<file path="src/sv/wpm_pkg.sv">
// ----------------------------------------------------------------------------
// Wildcard pattern matcher package
// Function codes and special pattern bytes shared by the matcher modules.
// ----------------------------------------------------------------------------
package wpm_pkg;

	typedef logic [1:0] func_t;
	typedef logic [7:0] char_t;

	// Function codes carried on the input channel.
	localparam func_t FUNC_LOAD  = 2'd0;
	localparam func_t FUNC_BEGIN = 2'd1;
	localparam func_t FUNC_TEXT  = 2'd2;

	// Pattern bytes with wildcard meaning.
	localparam char_t STAR_CHAR  = 8'h2A;
	localparam char_t QMARK_CHAR = 8'h3F;

	// Width of the pattern length register.
	localparam int LEN_REG_W = 5;

endpackage

</file>
<file path="src/sv/wildcard_pattern_matcher_top.sv">
// ----------------------------------------------------------------------------
// Wildcard pattern matcher
// Streams text bytes against a stored pattern with '*' and '?' wildcards.
// ----------------------------------------------------------------------------
// Usage: the input channel (in_valid/in_ready) carries func, position and
// char_value. A load transfer writes one pattern byte, a begin transfer
// starts a new text and a text transfer feeds one text byte. Begin and text
// transfers each produce one result transfer on the output channel
// (out_valid/out_ready) with matched and no_match_possible; loads and the
// unused function code produce none. The pattern length is written through
// the configuration channel (cfg_valid/cfg_ready/cfg_data), which is always
// ready and should only be used while the block is idle.
// A result passes through the queue and the result register after its input
// transfer; the block sustains one item per cycle while out_ready stays high,
// with the row update a chain of AND and OR terms across all pattern positions.
// Reset clears the match row, the length and all handshake state; the
// pattern store holds no value until loaded. When the receiver stalls, the
// result register holds, the two-entry queue fills, and in_ready then drops.
// ----------------------------------------------------------------------------
module wildcard_pattern_matcher_top import wpm_pkg::*; #(
	parameter int MAX_PATTERN = 16
) (
	input  logic                 clk,
	input  logic                 arst_n,
	input  logic                 in_valid,
	output logic                 in_ready,
	input  func_t                func,
	input  logic [3:0]           position,
	input  char_t                char_value,
	output logic                 out_valid,
	input  logic                 out_ready,
	output logic                 matched,
	output logic                 no_match_possible,
	input  logic                 cfg_valid,
	output logic                 cfg_ready,
	input  logic [LEN_REG_W-1:0] cfg_data
);

	localparam int EW = 2 * MAX_PATTERN + 1;

	logic [LEN_REG_W-1:0] pattern_length_q;
	logic                 push;
	logic [EW-1:0]        push_entry;
	logic                 pop;
	logic [EW-1:0]        pop_entry;
	logic                 q_full;
	logic                 q_empty;

	// The length register takes every configuration transfer.
	assign cfg_ready = 1'b1;

	always_ff @(posedge clk or negedge arst_n) begin
		if (!arst_n) begin
			pattern_length_q <= '0;
		end else if (cfg_valid && cfg_ready) begin
			pattern_length_q <= cfg_data;
		end
	end

	// Front end: accepts items, keeps the pattern and classifies each byte.
	wpm_front #(
		.MaxPattern (MAX_PATTERN)
	) u_front (
		.clk        (clk),
		.in_valid   (in_valid),
		.in_ready   (in_ready),
		.func       (func),
		.position   (position),
		.char_value (char_value),
		.q_full     (q_full),
		.push       (push),
		.push_entry (push_entry)
	);

	// Queue between the two halves so each can stall on its own.
	wpm_queue #(
		.Width (EW)
	) u_queue (
		.clk        (clk),
		.arst_n     (arst_n),
		.push       (push),
		.push_entry (push_entry),
		.pop        (pop),
		.pop_entry  (pop_entry),
		.full       (q_full),
		.empty      (q_empty)
	);

	// Back end: advances the match row and drives the result register.
	wpm_back #(
		.MaxPattern (MAX_PATTERN)
	) u_back (
		.clk               (clk),
		.arst_n            (arst_n),
		.pattern_length    (pattern_length_q),
		.q_empty           (q_empty),
		.q_entry           (pop_entry),
		.pop               (pop),
		.out_valid         (out_valid),
		.out_ready         (out_ready),
		.matched           (matched),
		.no_match_possible (no_match_possible)
	);

endmodule

</file>
<file path="src/sv/wpm_front.sv">
// ----------------------------------------------------------------------------
// Wildcard pattern matcher front end
// Takes input transfers, keeps the pattern store and turns each begin or
// text item into per-position star and hit masks for the back end.
// ----------------------------------------------------------------------------
module wpm_front import wpm_pkg::*; #(
	parameter int MaxPattern = 16
) (
	input  logic                    clk,
	input  logic                    in_valid,
	output logic                    in_ready,
	input  func_t                   func,
	input  logic [3:0]              position,
	input  char_t                   char_value,
	input  logic                    q_full,
	output logic                    push,
	output logic [2*MaxPattern:0]   push_entry
);

	localparam int PW = (MaxPattern > 1) ? $clog2(MaxPattern) : 1;

	char_t                   pattern_q [MaxPattern];
	logic                    accept;
	logic                    load_en;
	logic [PW-1:0]           load_idx;
	logic [MaxPattern-1:0]   star;
	logic [MaxPattern-1:0]   hit;

	assign in_ready = ~q_full;
	assign accept   = in_valid & in_ready;

	// A load beyond the store depth is dropped.
	assign load_en  = accept && (func == FUNC_LOAD) && (int'(position) < MaxPattern);
	assign load_idx = PW'(position);

	always_ff @(posedge clk) begin
		if (load_en) begin
			pattern_q[load_idx] <= char_value;
		end
	end

	// Classify each pattern position against the incoming text byte.
	always_comb begin
		for (int j = 0; j < MaxPattern; j++) begin
			star[j] = (pattern_q[j] == STAR_CHAR);
			hit[j]  = (pattern_q[j] == QMARK_CHAR) || (pattern_q[j] == char_value);
		end
	end

	assign push       = accept && ((func == FUNC_BEGIN) || (func == FUNC_TEXT));
	assign push_entry = {(func == FUNC_BEGIN), star, hit};

endmodule

</file>
<file path="src/sv/wpm_queue.sv">
// ----------------------------------------------------------------------------
// Wildcard pattern matcher queue
// Two-entry FIFO that decouples the front end from the back end.
// ----------------------------------------------------------------------------
module wpm_queue #(
	parameter int Width = 33
) (
	input  logic             clk,
	input  logic             arst_n,
	input  logic             push,
	input  logic [Width-1:0] push_entry,
	input  logic             pop,
	output logic [Width-1:0] pop_entry,
	output logic             full,
	output logic             empty
);

	logic [Width-1:0] entry_q [2];
	logic             wr_ptr_q;
	logic             rd_ptr_q;
	logic [1:0]       count_q;

	assign full      = (count_q == 2'd2);
	assign empty     = (count_q == 2'd0);
	assign pop_entry = entry_q[rd_ptr_q];

	always_ff @(posedge clk) begin
		if (push) begin
			entry_q[wr_ptr_q] <= push_entry;
		end
	end

	always_ff @(posedge clk or negedge arst_n) begin
		if (!arst_n) begin
			wr_ptr_q <= 1'b0;
			rd_ptr_q <= 1'b0;
			count_q  <= 2'd0;
		end else begin
			if (push) begin
				wr_ptr_q <= ~wr_ptr_q;
			end
			if (pop) begin
				rd_ptr_q <= ~rd_ptr_q;
			end
			unique case ({push, pop})
				2'b10:   count_q <= count_q + 2'd1;
				2'b01:   count_q <= count_q - 2'd1;
				default: count_q <= count_q;
			endcase
		end
	end

endmodule

</file>
<file path="src/sv/wpm_back.sv">
// ----------------------------------------------------------------------------
// Wildcard pattern matcher back end
// Advances the prefix-match row by one item and holds the result register.
// ----------------------------------------------------------------------------
module wpm_back import wpm_pkg::*; #(
	parameter int MaxPattern = 16
) (
	input  logic                    clk,
	input  logic                    arst_n,
	input  logic [LEN_REG_W-1:0]    pattern_length,
	input  logic                    q_empty,
	input  logic [2*MaxPattern:0]   q_entry,
	output logic                    pop,
	output logic                    out_valid,
	input  logic                    out_ready,
	output logic                    matched,
	output logic                    no_match_possible
);

	localparam int LW = $clog2(MaxPattern + 1);
	localparam int CW = (LW > LEN_REG_W) ? LW : LEN_REG_W;

	logic [MaxPattern:0]     row_q;
	logic [MaxPattern:0]     nxt;
	logic                    is_begin;
	logic [MaxPattern-1:0]   star;
	logic [MaxPattern-1:0]   hit;
	logic [CW-1:0]           len_wide;
	logic [LW-1:0]           eff_len;
	logic                    out_valid_q;
	logic                    matched_q;
	logic                    nmp_q;

	assign {is_begin, star, hit} = q_entry;

	// A length above the store depth is used as the store depth.
	assign len_wide = CW'(pattern_length);
	assign eff_len  = (len_wide > CW'(MaxPattern)) ? LW'(MaxPattern) : LW'(len_wide);

	// Row update: on begin only leading stars extend; on text a star extends its left
	// neighbor or keeps its own bit, any other position takes the previous bit when the byte fits.
	always_comb begin
		nxt    = '0;
		nxt[0] = is_begin;
		for (int j = 1; j <= MaxPattern; j++) begin
			if (is_begin) begin
				nxt[j] = nxt[j-1] & star[j-1];
			end else if (star[j-1]) begin
				nxt[j] = nxt[j-1] | row_q[j];
			end else begin
				nxt[j] = hit[j-1] & row_q[j-1];
			end
			nxt[j] = nxt[j] & (j <= int'(eff_len));
		end
	end

	assign pop = ~q_empty & (~out_valid_q | out_ready);

	always_ff @(posedge clk or negedge arst_n) begin
		if (!arst_n) begin
			row_q       <= '0;
			out_valid_q <= 1'b0;
		end else begin
			if (pop) begin
				row_q <= nxt;
			end
			if (pop) begin
				out_valid_q <= 1'b1;
			end else if (out_ready) begin
				out_valid_q <= 1'b0;
			end
		end
	end

	always_ff @(posedge clk) begin
		if (pop) begin
			matched_q <= nxt[eff_len];
			nmp_q     <= ~|nxt;
		end
	end

	assign out_valid         = out_valid_q;
	assign matched           = matched_q;
	assign no_match_possible = nmp_q;

endmodule
</file>
<file path="config.mk">
export PLATFORM = sky130hd
export DESIGN_NAME = wildcard_pattern_matcher_top
export DESIGN_NICKNAME = d
export VERILOG_FILES = /design/src/sv/wpm_pkg.sv /design/src/sv/wildcard_pattern_matcher_top.sv /design/src/sv/wpm_front.sv /design/src/sv/wpm_queue.sv /design/src/sv/wpm_back.sv
export SDC_FILE = /design/constraint.sdc
export NUM_CORES = 1
export LEC_CHECK = 0
export BUFFER_PORTS_ARGS = -buffer_cell sky130_fd_sc_hd__buf_4
export CAP_MARGIN = 40
export CORE_UTILIZATION = 53
export CTS_BUF_LIST = sky130_fd_sc_hd__clkbuf_4 sky130_fd_sc_hd__clkbuf_8 sky130_fd_sc_hd__clkbuf_16
export DETAILED_ROUTE_END_ITERATION = 10
export HOLD_SLACK_MARGIN = 0.05
export PLACE_DENSITY = 0.72
export SLEW_MARGIN = 30
export SYNTH_ARGS = -nofsm -noshare
export SYNTH_HDL_FRONTEND = slang
export SYNTH_SLANG_ARGS = --single-unit
</file>
<file path="constraint.sdc">
create_clock -name clk -period 3.04 [get_ports clk]
set_clock_uncertainty 0.1 [all_clocks]
set_input_delay 0.76 -clock clk [delete_from_list [all_inputs] [get_ports clk]]
set_output_delay 0.76 -clock clk [all_outputs]
set_load 0.1 [all_outputs]
</file>
==> qor.yml <==
setup_path:
  cp_max_fo: 8
  required_ns: 3.22
  cp_top_family: "compound AO/OA/AOI/OAI gates"
  worst_ep_arrival_time_ns: 3.32
  timing.rr.start: "u_queue.rd_ptr_q"
  path_buf_inv: 0
  crit_path_end_kind: "flip-flop"
  path_class: "reg -> reg"
  cp-startpoint: "u_queue.rd_ptr_q"
  crit_slowest_cell: "dfrtp_2"
  path_cells: "mux2_4, a211oi_4, o32ai_2, a31oi_4, nor3_2, o32a_4, o41a_1, a21o_1, a31oi_1, o31ai_1"
  critPathLaunchType: "flip-flop"
  crit_path_max_incr_delay_ns: 0.50
sta:
  slew_headroom: 0.486
  rsz0062_at_grt: "true"
  tns_ns: -0.173
  timing.fmax_mhz: 318
  hold-worst-slack_ns: 0.0481
  hold_viol: 0
  setup_slack_ns: -0.104
  worst_slew_pin_slew_ns: 0.764
  post-route-min-period_ns: 3.14
  setup_viol: 3
  layout_worst_path_cycle_share: 1.03
  slew_violations: 0
synthesis:
  synth_edf_count: 196
  ys_seq_area_frac: 0.627
  synth_top_area_frac: 0.563
  synth_top_area_cell: "edfxtp_1"
  syn-cell-area_um2: 10500
  yosys_most_used_dff: "edfxtp_1"
  ys_ff_latch: 223
  ys_types: 72
  ys_async_sr_fraction: 0.121
  synth_cells: 802
  syn_nets: 829
  synth_common_cells: "196 x edfxtp_1, 132 x xnor2_1, 57 x nor2_1"
  synth_area_leaders: "edfxtp_1 56%, xnor2_1 11%, dfrtp_1 6.5%"
  yosysMostFrequentCell: "edfxtp_1"
  synth_warnings: 0
  syn_avg_cell_area_um2: 13.0
clock_tree:
  clockBufferDepth: 3
  post_cts_buffers: 0
  cts_tree: "done"
  clk_transition_reported_paths_ns: 0.06
  cts_root_buffer: "clkbuf_16"
  holdBufCountCts: 0
  clk_latency_ns: 0.53
  cts_made_buffers: 24
  htree_num_levels: 1
  cts_sinks: 223
global_route:
  grt_start_max_net_pins: 34
  grt_usage: 0.228
  grt_pass1_vias: 6999
  antenna_found_initial: 0
  grt_overflow: 0
  grt_pass1_wl_um: 35700
detailed_routing:
  post-route-drc-count: 0
  routed_wl_um: 22500
  vias_per_cell: 5.87
  vias: 6819
  wl_per_cell_um: 19.4
  first_pass_iters: 5
  drt_iter0_markers: 533
  ant_nets: 0
power:
  cellLeakagePower_nw: 3.98
  p_per_area_nw_per_um2: 730
  ir_drop_mv: 0.527
die:
  num_rows: 51
  fp.coreArea_um2: 19400
  die_area_um2: 20300
  initial_core_util: 0.539
  io_pins: 29
  die_w_um: 143
  fp.dieH_um: 143
placement:
  routabilityCongestion: 0.885
  dp_cells: 1118
  numPortBuffers: 27
  dp_hpwl_um: 15000
final_layout:
  num_antenna_cells: 0
  fin_cells: 1161
  layout.nets: 906
  area_delta_synth_final_pct: 16.0
  drive_gt1_frac: 0.189
status:
  violations: "setup timing"
  status: "finished, violations left"
hold_path:
  hold_path.class: "in -> async"
run:
  maxCapViolCount: 0
what timing repair did:
action / CTS / global route
endpoints found under the setup margin: 4 / 7
resized for setup: 7 / 8
pin swaps: 1 / 0
state kept, by name, summed over array words and instances (netlist names):
| signal | cells |
|---|---|
| u_queue.entry_q | 66 |
| u_back.no_match_possible | 1 |
| u_queue.count_q | 2 |
| pattern_length_q | 5 |
| u_back.out_valid | 1 |
| u_queue.rd_ptr_q | 1 |
| u_queue.wr_ptr_q | 1 |
| u_back.row_q | 17 |
| u_front.pattern_q | 128 |
| u_back.matched | 1 |
cell usage in the layout (no fill, tap or decap), types with 3 or more instances in the layout:
cell type / instances
a211oi_1: 4
a21boi_0: 3
a21oi_1: 16
a22oi_1: 3
a31oi_1: 9
and4b_1: 4
buf_4: 85
clkbuf_16: 24
clkbuf_4: 5
clkinv_1: 5
clkinv_2: 4
dfrtp_1: 26
edfxtp_1: 196
ha_1: 3
inv_1: 17
mux2_2: 18
mux2i_1: 7
nand2_1: 37
nand2b_1: 11
nand3_1: 28
nand3b_1: 4
nand4_1: 49
nor2_1: 55
nor3_1: 8
nor3b_1: 3
nor4_1: 17
o21ai_0: 19
o21ai_1: 3
o22ai_1: 18
o31ai_1: 8
o41a_1: 3
xnor2_1: 132
worst register-to-register path, stage by stage, from the launching register on:
cell and delay, ns:
dfrtp_2 0.50, mux2_4 0.36, a211oi_4 0.28, o32ai_2 0.15
a31oi_4 0.22, nor3_2 0.08, o32a_4 0.37, o41a_1 0.37
a21o_1 0.22, a31oi_1 0.16, o31ai_1 0.09
logic make-up (layout without fill, tap and decap cells):
family | after synthesis | count (layout) | share of synthesized area
muxes | 29 | 29 | 0.0310
AOI/OAI and AO/OA | 118 | 118 | 0.0806
adders and majority gates | 3 | 3 | 0.00359
and+or+nand+nor | 242 | 242 | 0.124
xor gates and xnor gates | 133 | 133 | 0.111
DFF | 223 | 223 | 0.627
buffers and inverters | 53 | 147 | 0.0218
other | 1 | 1 | 0.000358
where the power goes:
group	switching [mW]	total [mW]	internal [mW]
sequential	0.224	3.86	3.64
clock	1.15	2.77	1.61
combinational	1.28	2.23	0.947
total	2.66	8.86	6.20
through the flow:
step / util / area (um^2) / setup slack, ns / total power [mW]
after floorplan: - / 10500 / -0.491 / 5.32
after global placement: 0.582 / 11300 / 0.00132 / 5.97
after detailed placement: 0.582 / 11300 / -0.139 / 6.05
after CTS: 0.623 / 12100 / -0.0631 / 8.85
after global routing: 0.626 / 12100 / -0.271 / 9.24
final: 0.626 / 12100 / -0.104 / 8.86
worst paths after layout:
check	end	slack [ns]	cells past startpoint
max in group asynchronous	u_queue.rd_ptr_q	2.48	1
setup / recovery	u_back.matched	-0.10	10
hold / removal	u_back.out_valid	0.05	1
min in group clk	pattern_length_q[4]	0.35	3
setup reg to reg	u_back.matched	-0.10	10
hold reg to reg	u_back.row_q[10]	0.42	2
layer usage:
metal,GRT usage,vias to the layer above,part of all wire
li1,-,3189,-
met4,0.0843,0,0.028
met1,0.300,3345,0.43
met3,0.0343,54,0.047
met5,0,-,0
met2,0.385,231,0.49
cell type report:
| class | instances | area [um^2] |
|---|---|---|
| fill | 1466 | 7260 |
| timing repair buffer | 87 | 664 |
| tap | 265 | 332 |
| multi-input combinational | 526 | 3750 |
| clock inverter | 13 | 114 |
| sequential | 223 | 6560 |
| inverter | 17 | 63.8 |
| clock buffer | 30 | 652 |
Power figures use the tool's default switching activity.
